**config.mk**
```make
export PLATFORM = sky130hd
export DESIGN_NAME = bloom_filter_fnv1a_unit
export DESIGN_NICKNAME = d
export VERILOG_FILES = /design/src/hdl/bff_pkg.sv /design/src/hdl/bloom_filter_fnv1a_unit.sv /design/src/hdl/bff_ram.sv
export SDC_FILE = /design/constraint.sdc
export NUM_CORES = 2
export LEC_CHECK = 0
export ABC_AREA = 1
export BUFFER_PORTS_ARGS = -buffer_cell sky130_fd_sc_hd__buf_2
export CORE_MARGIN = 2
export CORE_UTILIZATION = 42
export CTS_CLUSTER_DIAMETER = 150
export DETAILED_ROUTE_END_ITERATION = 7
export PLACE_DENSITY = 0.65
export SYNTH_ARGS = -nofsm -noshare
export SYNTH_HDL_FRONTEND = slang
export SYNTH_SLANG_ARGS = --single-unit
```
**constraint.sdc**
```tcl
create_clock -name clk -period 26.7 [get_ports clk]
set_input_delay 4.005 -clock clk [delete_from_list [all_inputs] [get_ports clk]]
set_output_delay 4.005 -clock clk [all_outputs]
set_load 0.05 [all_outputs]
```
**src/hdl/bff_pkg.sv**
```systemverilog
// bff_pkg: shared types, constants and functions for the FNV-1a bloom filter.
// Used by bff_ram and bloom_filter_fnv1a_unit. No dependencies.
package bff_pkg;

  localparam logic [63:0] FNV_START     = 64'hcbf2_9ce4_8422_2325;
  // FNV prime 0x100000001b3 = 2^40 + 0x1b3
  localparam int          FNV_HI_SHIFT  = 40;
  localparam logic [8:0]  FNV_MULT_LO   = 9'h1b3;
  localparam int          HASH_STEPS    = 8;
  localparam int          STEP_W        = 3;

  // action field codes
  localparam logic        ACT_CHECK     = 1'b0;
  localparam logic        ACT_ADD       = 1'b1;

  typedef enum logic [2:0] {
    ST_CLEAR,
    ST_IDLE,
    ST_HASH1,
    ST_HASH2,
    ST_MOD2,
    ST_READ,
    ST_USE
  } bff_state_t;

  // one FNV-1a round: xor in a byte, multiply by the prime (mod 2^64)
  function automatic logic [63:0] fnv_step(input logic [63:0] h, input logic [7:0] b);
    logic [63:0] x;
    logic [63:0] lo;
    x  = h ^ {56'd0, b};
    lo = x * {55'd0, FNV_MULT_LO};
    return (x << FNV_HI_SHIFT) + lo;
  endfunction

  // address width of a memory of the given depth, at least one bit
  function automatic int addr_width(input int depth);
    return (depth > 1) ? $clog2(depth) : 1;
  endfunction

endpackage

```
**src/hdl/bloom_filter_fnv1a_unit.sv**
```systemverilog
// bloom_filter_fnv1a_unit: bloom filter over 64-bit keys with FNV-1a double hashing.
// Depends on bff_pkg and bff_ram.
//
// Each input item either adds a key (action = 1, no result) or checks it
// (action = 0, one result item: maybe_present). h1 is 64-bit FNV-1a over the
// key bytes, low byte first; h2 is FNV-1a over the bytes of h1. Probe i hits
// bit (h1 + i*h2) mod FILTER_BITS of a byte-wide bit store, with the 64-bit
// sum wrapping. Items are handled one at a time; after an item is accepted
// in the idle state, the unit runs eight FNV rounds for h1, eight for h2
// (h1 mod FILTER_BITS is reduced one byte per cycle alongside), then reduces
// h2 mod FILTER_BITS a byte at a time, then takes a read and a use step per
// probe on the single RAM port pair before it is idle again. The FNV round,
// one byte a cycle, is the long pole. Probe positions after the first are
// stepped modulo FILTER_BITS by adding h2 mod FILTER_BITS and, on 64-bit
// wrap, taking off 2^64 mod FILTER_BITS, so no wide division is ever done.
// After reset the bit store, (FILTER_BITS+7)/8 bytes (125 at the defaults),
// is swept to zero one byte per cycle; in_stall stays high until the sweep
// ends. A finished check result waits in an output register; a new item is
// taken meanwhile, and only the final probe of a later check waits while
// that register is still held by out_stall.
module bloom_filter_fnv1a_unit
  import bff_pkg::*;
#(
  parameter int FILTER_BITS = 1000,
  parameter int PROBE_COUNT = 3
) (
  input  logic        clk,
  input  logic        rst_n,
  input  logic        in_valid,
  output logic        in_stall,
  input  logic        in_action,
  input  logic [63:0] in_key,
  output logic        out_valid,
  input  logic        out_stall,
  output logic        out_maybe_present
);

  localparam int DEPTH = (FILTER_BITS + 7) / 8;
  localparam int AW    = addr_width(DEPTH);
  localparam int PW    = $clog2(FILTER_BITS);       // probe position width
  localparam int XW    = PW + AW;
  localparam int PCW   = (PROBE_COUNT > 1) ? $clog2(PROBE_COUNT) : 1;

  localparam logic [PW:0]   NB        = (PW + 1)'(FILTER_BITS);
  localparam logic [64:0]   TWO_64    = 65'h1_0000_0000_0000_0000;
  localparam logic [64:0]   WRAP_FULL = TWO_64 % 65'(FILTER_BITS);
  localparam logic [PW:0]   WRAP_MOD  = WRAP_FULL[PW:0];   // 2^64 mod N
  localparam logic [PW:0]   WRAP_ADD  = NB - WRAP_MOD;
  localparam logic [AW-1:0] LAST_ADDR = AW'(DEPTH - 1);
  localparam logic [PCW-1:0] LAST_PROBE = PCW'(PROBE_COUNT - 1);
  localparam logic [STEP_W-1:0] LAST_STEP = STEP_W'(HASH_STEPS - 1);

  bff_state_t state_r, state_nxt;

  logic [AW-1:0]     clr_cnt_r;
  logic [STEP_W-1:0] step_r;
  logic [PCW-1:0]    probe_r;
  logic              act_r;
  logic              all_set_r;
  logic [63:0]       src_r;        // bytes still to hash
  logic [63:0]       h_r;          // running hash, h2 once hashing is done
  logic [63:0]       acc_r;        // h1 + i*h2, wrapping
  logic [63:0]       mod_val_r;    // bytes still to reduce, high byte first
  logic [PW-1:0]     mod_rem_r;
  logic [PW-1:0]     r_r;          // current probe position
  logic [PW-1:0]     d_r;          // h2 mod N
  logic              out_valid_r;
  logic              out_mp_r;

  logic [63:0]       h_nxt;
  logic [PW-1:0]     mod_rem_nxt;
  logic [PW-1:0]     r_adv;
  logic [63:0]       acc_adv;
  logic              last_step;
  logic              last_probe;
  logic              out_busy;
  logic              hold_use;
  logic              probe_bit;
  logic              accept;

  logic              ram_wr_en;
  logic [AW-1:0]     ram_wr_addr;
  logic [7:0]        ram_wr_data;
  logic              ram_rd_en;
  logic [AW-1:0]     byte_addr;
  logic [7:0]        ram_rd_data;
  logic [XW-1:0]     r_ext;

  // ---------------------------------------------------------------- datapath helpers
  assign h_nxt = fnv_step(h_r, src_r[7:0]);

  // rem = (rem * 256 + byte) mod N, one conditional subtract per bit
  always_comb begin
    logic [PW:0]   t;
    logic [PW-1:0] rem;
    rem = mod_rem_r;
    for (int k = 7; k >= 0; k--) begin
      t = {rem, mod_val_r[56 + k]};
      if (t >= NB) begin
        t = t - NB;
      end
      rem = t[PW-1:0];
    end
    mod_rem_nxt = rem;
  end

  // next probe position: (r + d) mod N, corrected by 2^64 mod N on wrap
  always_comb begin
    logic [64:0] sum;
    logic [PW:0] s;
    sum     = {1'b0, acc_r} + {1'b0, h_r};
    acc_adv = sum[63:0];
    s       = {1'b0, r_r} + {1'b0, d_r};
    if (s >= NB) begin
      s = s - NB;
    end
    if (sum[64]) begin
      if (s >= WRAP_MOD) begin
        s = s - WRAP_MOD;
      end else begin
        s = s + WRAP_ADD;
      end
    end
    r_adv = s[PW-1:0];
  end

  assign r_ext      = XW'(r_r);
  assign byte_addr  = r_ext[AW+2:3];
  assign probe_bit  = ram_rd_data[r_r[2:0]];
  assign last_step  = (step_r == LAST_STEP);
  assign last_probe = (probe_r == LAST_PROBE);
  assign out_busy   = out_valid_r && out_stall;
  // a check's result cannot land while the output register is still held
  assign hold_use   = last_probe && !act_r && out_busy;
  assign accept     = in_valid && !in_stall;

  // ---------------------------------------------------------------- next state
  always_comb begin
    state_nxt = state_r;
    unique case (state_r)
      ST_CLEAR: if (clr_cnt_r == LAST_ADDR) state_nxt = ST_IDLE;
      ST_IDLE:  if (in_valid) state_nxt = ST_HASH1;
      ST_HASH1: if (last_step) state_nxt = ST_HASH2;
      ST_HASH2: if (last_step) state_nxt = ST_MOD2;
      ST_MOD2:  if (last_step) state_nxt = ST_READ;
      ST_READ:  state_nxt = ST_USE;
      ST_USE: begin
        if (!hold_use) begin
          state_nxt = last_probe ? ST_IDLE : ST_READ;
        end
      end
      default:  state_nxt = ST_CLEAR;
    endcase
  end

  // ---------------------------------------------------------------- outputs
  always_comb begin
    in_stall    = 1'b1;
    ram_wr_en   = 1'b0;
    ram_wr_addr = byte_addr;
    ram_wr_data = ram_rd_data | (8'd1 << r_r[2:0]);
    ram_rd_en   = 1'b0;
    unique case (state_r)
      ST_CLEAR: begin
        ram_wr_en   = 1'b1;
        ram_wr_addr = clr_cnt_r;
        ram_wr_data = 8'd0;
      end
      ST_IDLE:  in_stall  = 1'b0;
      ST_READ:  ram_rd_en = 1'b1;
      ST_USE:   ram_wr_en = act_r;
      default: ;
    endcase
  end

  // ---------------------------------------------------------------- registers
  always_ff @(posedge clk) begin
    if (!rst_n) begin
      state_r     <= ST_CLEAR;
      clr_cnt_r   <= '0;
      step_r      <= '0;
      probe_r     <= '0;
      out_valid_r <= 1'b0;
    end else begin
      state_r <= state_nxt;
      if (state_r == ST_CLEAR) begin
        clr_cnt_r <= clr_cnt_r + 1'b1;
      end
      if (state_r == ST_HASH1 || state_r == ST_HASH2 || state_r == ST_MOD2) begin
        step_r <= step_r + 1'b1;
      end
      if (accept) begin
        probe_r <= '0;
      end else if (state_r == ST_USE && !hold_use && !last_probe) begin
        probe_r <= probe_r + 1'b1;
      end
      if (state_r == ST_USE && !hold_use && last_probe && !act_r) begin
        out_valid_r <= 1'b1;
      end else if (!out_stall) begin
        out_valid_r <= 1'b0;
      end
    end
  end

  // payload and datapath, no reset needed
  always_ff @(posedge clk) begin
    case (state_r)
      ST_IDLE: begin
        if (in_valid) begin
          act_r     <= in_action;
          src_r     <= in_key;
          h_r       <= FNV_START;
          all_set_r <= 1'b1;
        end
      end
      ST_HASH1: begin
        if (last_step) begin
          src_r     <= h_nxt;
          acc_r     <= h_nxt;
          mod_val_r <= h_nxt;
          mod_rem_r <= '0;
          h_r       <= FNV_START;
        end else begin
          src_r <= src_r >> 8;
          h_r   <= h_nxt;
        end
      end
      ST_HASH2: begin
        h_r   <= h_nxt;
        src_r <= src_r >> 8;
        if (last_step) begin
          r_r       <= mod_rem_nxt;
          mod_rem_r <= '0;
          mod_val_r <= h_nxt;
        end else begin
          mod_rem_r <= mod_rem_nxt;
          mod_val_r <= mod_val_r << 8;
        end
      end
      ST_MOD2: begin
        mod_rem_r <= mod_rem_nxt;
        mod_val_r <= mod_val_r << 8;
        if (last_step) begin
          d_r <= mod_rem_nxt;
        end
      end
      ST_USE: begin
        if (!act_r) begin
          all_set_r <= all_set_r & probe_bit;
        end
        if (!hold_use) begin
          if (last_probe) begin
            out_mp_r <= act_r ? out_mp_r : (all_set_r & probe_bit);
          end else begin
            r_r   <= r_adv;
            acc_r <= acc_adv;
          end
        end
      end
      default: ;
    endcase
  end

  assign out_valid         = out_valid_r;
  assign out_maybe_present = out_mp_r;

  bff_ram #(
    .WIDTH (8),
    .DEPTH (DEPTH)
  ) u_store (
    .clk     (clk),
    .wr_en   (ram_wr_en),
    .wr_addr (ram_wr_addr),
    .wr_data (ram_wr_data),
    .rd_en   (ram_rd_en),
    .rd_addr (byte_addr),
    .rd_data (ram_rd_data)
  );

  // ---------------------------------------------------------------- assertions
  a_pos_in_range: assert property (@(posedge clk) disable iff (!rst_n)
    (state_r == ST_READ) |-> ({1'b0, r_r} < NB))
    else $error("probe position not below filter size");

  a_no_write_on_check: assert property (@(posedge clk) disable iff (!rst_n)
    (ram_wr_en && state_r != ST_CLEAR) |-> act_r)
    else $error("bit store written during a check");

  a_result_from_check: assert property (@(posedge clk) disable iff (!rst_n)
    $rose(out_valid_r) |-> $past(state_r == ST_USE && !act_r && last_probe))
    else $error("result raised without a finished check");

  a_no_overwrite: assert property (@(posedge clk) disable iff (!rst_n)
    (out_valid_r && out_stall && state_r == ST_USE && !act_r && last_probe)
      |=> (state_r == ST_USE))
    else $error("check finished while result register was held");

endmodule

```
**src/hdl/bff_ram.sv**
```systemverilog
// bff_ram: generic single-clock RAM, one write port, one read port with registered data.
// Depends on bff_pkg for the address width rule.
module bff_ram
  import bff_pkg::*;
#(
  parameter int WIDTH = 8,
  parameter int DEPTH = 125,
  localparam int AW = addr_width(DEPTH)
) (
  input  logic             clk,
  input  logic             wr_en,
  input  logic [AW-1:0]    wr_addr,
  input  logic [WIDTH-1:0] wr_data,
  input  logic             rd_en,
  input  logic [AW-1:0]    rd_addr,
  output logic [WIDTH-1:0] rd_data
);

  logic [WIDTH-1:0] mem [DEPTH];
  logic [WIDTH-1:0] rd_data_r;

  always_ff @(posedge clk) begin
    if (wr_en) begin
      mem[wr_addr] <= wr_data;
    end
    if (rd_en) begin
      rd_data_r <= mem[rd_addr];
    end
  end

  assign rd_data = rd_data_r;

endmodule
```
# Yosys cells after proc, flatten, opt, wreduce, memory -nomap -nowiden
# Memories as Yosys holds them, arrays and structs flattened. A register that Yosys moved wholly into a read port is not among the register bits.
# Index checks and enable logic that the tools add are counted.
# op_classes
n_addsub	17
mul	1
n_lt_le_gt_ge	11
n_eq_ne	18
shift	1
mux	52
bitwise	6
n_reduce_logical	29
# op_table
cell	n
64-bit one-hot mux with 3 select lines	3
64-bit 2-to-1 mux	8
10-bit 2-to-1 mux	15
64-bit one-hot mux with 2 select lines	1
11-bit by 10-bit >= comparator with 1-bit output (second input constant)	10
10-bit subtractor (second input constant)	9
64-bit by 64-bit adder with 65-bit output	1
64-bit adder	1
64-bit by 9-bit multiplier with 64-bit output (second input constant)	1
64-bit by 8-bit XOR with 64-bit output	1
10-bit one-hot mux with 3 select lines	1
3-bit 2-to-1 mux	7
3-bit one-hot mux with 7 select lines	1
10-bit one-hot mux with 2 select lines	1
2-bit != test (second input constant)	8
3-bit == test (second input constant)	4
4-bit AND reduction	3
10-bit by 10-bit adder with 11-bit output	1
11-bit 2-to-1 mux	1
11-bit by 10-bit subtractor with 11-bit output (second input constant)	1
10-bit by 9-bit adder with 10-bit output (second input constant)	1
1-bit 2-to-1 mux	9
1-bit logical AND	8
8-bit 2-to-1 mux	1
25 further kinds	38
# word_totals
register_bits	305
ram_bits	1000
output_inout_bits	3
word_cells	151
mem_count	1
# mem_list
name	words	width	rd	rd_clocked_by_memory_dff	write_ports	line	rtl
u_store.mem	125	8	1	1	1	bff_ram.sv:19	logic [WIDTH-1:0] mem [DEPTH];

# Longest topological paths before layout
# logic_depth
word_depth	18
depth_mapped	57
depth_no_buf	56

# By module
# From an unflattened synthesis, not the netlist that was laid out.
# unflattened
hier_cells	6899
area_unflattened_um2	70657.8
# modules_own_cells
module	n_inst	cells_each	area_per_inst_um2
bff_ram	1	3491	41038.1
bloom_filter_fnv1a_unit	1	3408	29619.7

# Worst setup path after synthesis
# OpenSTA, ideal clock, no wires.
# synth_path
path_type	input-to-reg
startpoint	in in_valid
endpoint	reg h_r[0], enable pin
setup_time_ps	773
t_arrival_ps	12702
setup_slack_ps	13225
cell_stages	2
path_cell_list	nor2_1 -> nor3_1
# synth_via
elab_chain_cells	2
# synth_lines
element	line	rtl
start, declared	bloom_filter_fnv1a_unit.sv:29	input logic in_valid,
2-bit != test (no line)	--	
2-bit AND reduction (no line)	--	
end signal, assigned	bloom_filter_fnv1a_unit.sv:225	h_r <= h_nxt;
end signal, assigned	bloom_filter_fnv1a_unit.sv:229	h_r <= h_nxt;
end, declared	bloom_filter_fnv1a_unit.sv:61	logic [63:0] h_r;
# Every way passes these cells.
# A chain may end at the register's enable or synchronous reset.

# Final worst setup path
# layout_path
startpoint	reg h_r[0]
endpoint	reg acc_r[59], data pin
# layout_via
elab_chain_cells	5
# layout_lines
element	line	rtl
64-bit by 8-bit XOR with 64-bit output	bff_pkg.sv:30	x = h ^ {56'd0, b};
64-bit by 9-bit multiplier with 64-bit output	bff_pkg.sv:31	lo = x * {55'd0, FNV_MULT_LO};
64-bit adder	bff_pkg.sv:32	return (x << FNV_HI_SHIFT) + lo;
64-bit 2-to-1 mux	bloom_filter_fnv1a_unit.sv:217	if (last_step) begin
64-bit one-hot mux with 2 select lines *	bloom_filter_fnv1a_unit.sv:207	case (state_r)
end signal, assigned	bloom_filter_fnv1a_unit.sv:219	acc_r <= h_nxt;
end signal, assigned	bloom_filter_fnv1a_unit.sv:256	acc_r <= acc_adv;
end, declared	bloom_filter_fnv1a_unit.sv:62	logic [63:0] acc_r;
# Every way passes the cells marked *; elsewhere a longest branch is shown, timed or not. The select of a mux whose other input is x is not followed.

==> key figures <==
Floorplan
  – Die span in y: 410 um
  – Ports: 72
  – # rows: between 100 and 150
  – DIE WIDTH: 410 um
  – CORE AREA: around 0.16 mm2
  – Initial Utilization: 42.2%
  – Die area: approximately 0.17 mm2

Synth
  – Most frequent cell after synthesis: edfxtp_1
  – Ys Warns: 0
  – Number of flops mapped to enable cells by yosys: approximately 1.3k
  – Yosys top cell by area: edfxtp_1
  – Post-synthesis sequential area ratio: a little under three fifths
  – Library cells used by synthesis: 53
  – Synth async-reset ratio: 0%
  – Synthesis-stage register bit count: 1313
  – Mapped Area: 0.0694 mm2
  – Syn_nets: roughly 7.0k
  – Synth Flop Type: edfxtp_1
  – Synth top area cells: edfxtp_1 (56%), fa_1 (7.2%), o21ai_0 (5.6%), nor2_1 (5.2%), ha_1 (4.5%)
  – Commonest cells in the netlist: edfxtp_1 (1297), nor2_1 (968), o21ai_0 (775)
  – Synth Area per Inst: approximately 11 um2
  – Synth top area share: 56.1%
  – Mapped Cells: approximately 6.5k

Place
  – Placed cell areas: ~0.072 mm2
  – Post-DP HPWL: between 100 and 150 mm
  – Routability cong.: about 0.90
  – DP Cell Count: about 8.5k
  – Buffers on Ports: ~70

Min path
  – Hold Path Origin: probe_r[0]$_SDFFE_PP0P_
  – Cells on Worst Hold Path: 2
  – Worst Hold End: probe_r[0]$_SDFFE_PP0P_
  – Hold Crit Class: register to register

Clock tree
  – H-tree depth: 4
  – CTS buffer count: 139
  – Reg clk slew, reported paths: about 0.060 ns
  – CTS tree: built
  – Longest Clk Path Bufs: 3
  – Post-CTS setup buffers: 0
  – # hold bufs at CTS: 0
  – Clock latency on the worst-skew pair: 0.79 ns
  – Post-CTS sizing: 0
  – Clk sinks: around 1.3k
  – Root Buffer: clkbuf_16

Detailed routing
  – Initial DRC Count: about 5.3k
  – Total Wirelength: ~190 mm
  – Vias/cell: 5.59
  – DR vias: about 49k
  – DRT antenna net count: 0
  – # DRC: 0
  – Drt pass-1 iters: 6
  – WL/cell: between 20 and 25 um

Critical path
  – FF-to-FF path depth: 36
  – Required time worst endpoint: between 20 and 30 ns
  – CP max FO: 6
  – RR Endpoint: acc_r[59]$_DFFE_PP_
  – WS Path Type: register to register
  – CP max stage delay: a little under 0.7 ns
  – Reg2Reg Setup Slack: 17.80 ns
  – CP max-delay cell: xnor2_1
  – Critical Path Sink Type: register
  – Worst EP arrival: roughly 9.4 ns
  – Startpoint types: register
  – R2R Path Start: h_r[0]$_DFFE_PP_

Global route
  – Vias in the first global route: 47.5k
  – Initial antenna violation count: 5
  – First-pass GRT wire length: a little under 300 mm
  – Tot GR Track Use: between 20% and 30%
  – Largest net degree at the start of global routing: 201
  – Total congestion overflow: 0

Timing
  – Relative slew slack: around 17%
  – # setup viols final: 0
  – Setup_tns: 0 ns
  – Max Fclk: between 0.1 and 0.15 GHz
  – Worst clock skew: 0.0329 ns
  – Min Clock Period, post-route: 8.90 ns
  – Final Cycle Share: between 30% and 40%
  – Hold Vio Cnt, Final: 0
  – RSZ-0062 raised after global routing: no
  – Worst Tran Pin Value: about 1.2 ns
  – Final Max Tran Viols: 0

Pwr
  – Leakage: 0.0274 uW
  – Power Dens Cells: 54.1 mW/mm2
  – Part of the power in registers: between 50% and 60%
  – Logic pwr share: less than 1%
  – Net Sw Frac: 21.0%
  – NetSw: 866 uW
  – Clock share of power: between 40% and 50%
  – Cell Int Power: approximately 3300 uW
  – Worst IR Drop VDD: approximately 0.067 mV

Layout
  – Layout cell share with drive strength beyond 1: under 10%
  – Final instance area: 0.0763 mm2
  – Fin cells: ~8.7k
  – Area Overhead vs Synth: 10.0%
  – Final #Nets: 7021
  – Core Util, Final: a little under half

Outcome
  – Outcome: complete, no violations

Run
  – Max Cap Viol: 0
## state kept, by name, summed over array words and instances (netlist names), 2 cells and up
name,cells
state_r,3
u_store.rd_data,8
d_r,10
mod_rem_r,10
u_store.mem,1000
probe_r,2
h_r,64
step_r,3
mod_val_r,64
clr_cnt_r,7
src_r,64
acc_r,64
r_r,10
## layout by cell type, fill, tap and decap left out, types with 85 or more instances in the layout
cell,n
a21oi_1,178
clkbuf_16,140
edfxtp_1,1297
fa_1,250
ha_1,251
inv_1,656
nand2_1,727
nand3_1,158
nor2_1,962
o211ai_1,162
o21ai_0,775
o22ai_1,268
xor2_1,85
## final cells by class
cell class	count	area [um2]
Antenna cell	2	5.00
Clock buffer	174	3640
Clock inverter	71	672
Fill cell	15000	88100
Inverter	689	2620
Multi-Input combinational cell	4171	26500
Sequential cell	1313	39300
Tap cell	2189	2740
Timing Repair Buffer	136	893
## worst max-delay path, delay by kind of cell (launching register included)
kind | cells | cell delay [ns]
flops | 1 | 0.41
compound gates | 14 | 3.55
buf+inv | 5 | 0.45
mux | 1 | 0.13
simple gates | 8 | 0.72
xor+xnor | 2 | 1.08
fa+ha+maj | 6 | 2.26
## through the flow
step	total power [uW]	hold WS (ns)	setup WS, ns
2_1_floorplan	2290	0.426	13.23
3_3_place_gp	2310	0.442	18.05
6_report	4130	0.466	17.80
5_1_grt	4220	0.505	17.10
4_1_cts	4150	0.466	17.91
3_5_place_dp	2310	0.458	17.94
## power groups by stage
stage          Clock (uW)  Combinational, uW  Sequential [uW]
2_1_floorplan           0               12.4             2280
4_1_cts              1880               31.5             2240
3_3_place_gp            0               31.1             2280
5_1_grt              1960               33.8             2230
3_5_place_dp            0               31.3             2280
6_report             1860               32.1             2240
## worst max path at each step
stage | start | endpoint | slack [ns] | cells past startpoint
2_1_floorplan | in_valid | h_r[0]$_DFFE_PP_ | 13.23 | 2
3_3_place_gp | h_r[0]$_DFFE_PP_ | mod_val_r[63]$_DFFE_PP_ | 18.05 | 40
3_5_place_dp | h_r[0]$_DFFE_PP_ | acc_r[59]$_DFFE_PP_ | 17.94 | 36
4_1_cts | h_r[0]$_DFFE_PP_ | mod_val_r[63]$_DFFE_PP_ | 17.91 | 40
5_1_grt | h_r[0]$_DFFE_PP_ | src_r[59]$_DFFE_PP_ | 17.10 | 36
6_report | h_r[0]$_DFFE_PP_ | acc_r[59]$_DFFE_PP_ | 17.80 | 36
## kinds of logic (layout without fill, tap and decap cells)
kind of cell	Yosys count	in the layout	share of synthesized area, %
buffers and inverters	989	1070	5.36
other	0	2	0
and+or+nand+nor	1965	1965	11.5
AOI/OAI and AO/OA	1544	1544	12.8
xor gates and xnor gates	156	156	1.97
adders and majority gates	502	502	11.8
muxes	4	4	0.0577
DFF	1313	1313	56.6
## routing by layer
metal	global-route usage [%]	routed length, um	vias to the layer above	share of wire [%]
met3	3.62	15500	311	8.0
li1	-	-	22600	-
met5	0	27	-	0.014
met1	31.5	80800	24000	42
met2	36.4	90400	2050	47
met4	7.60	6120	4	3.2
Power figures use the tool's default switching activity.
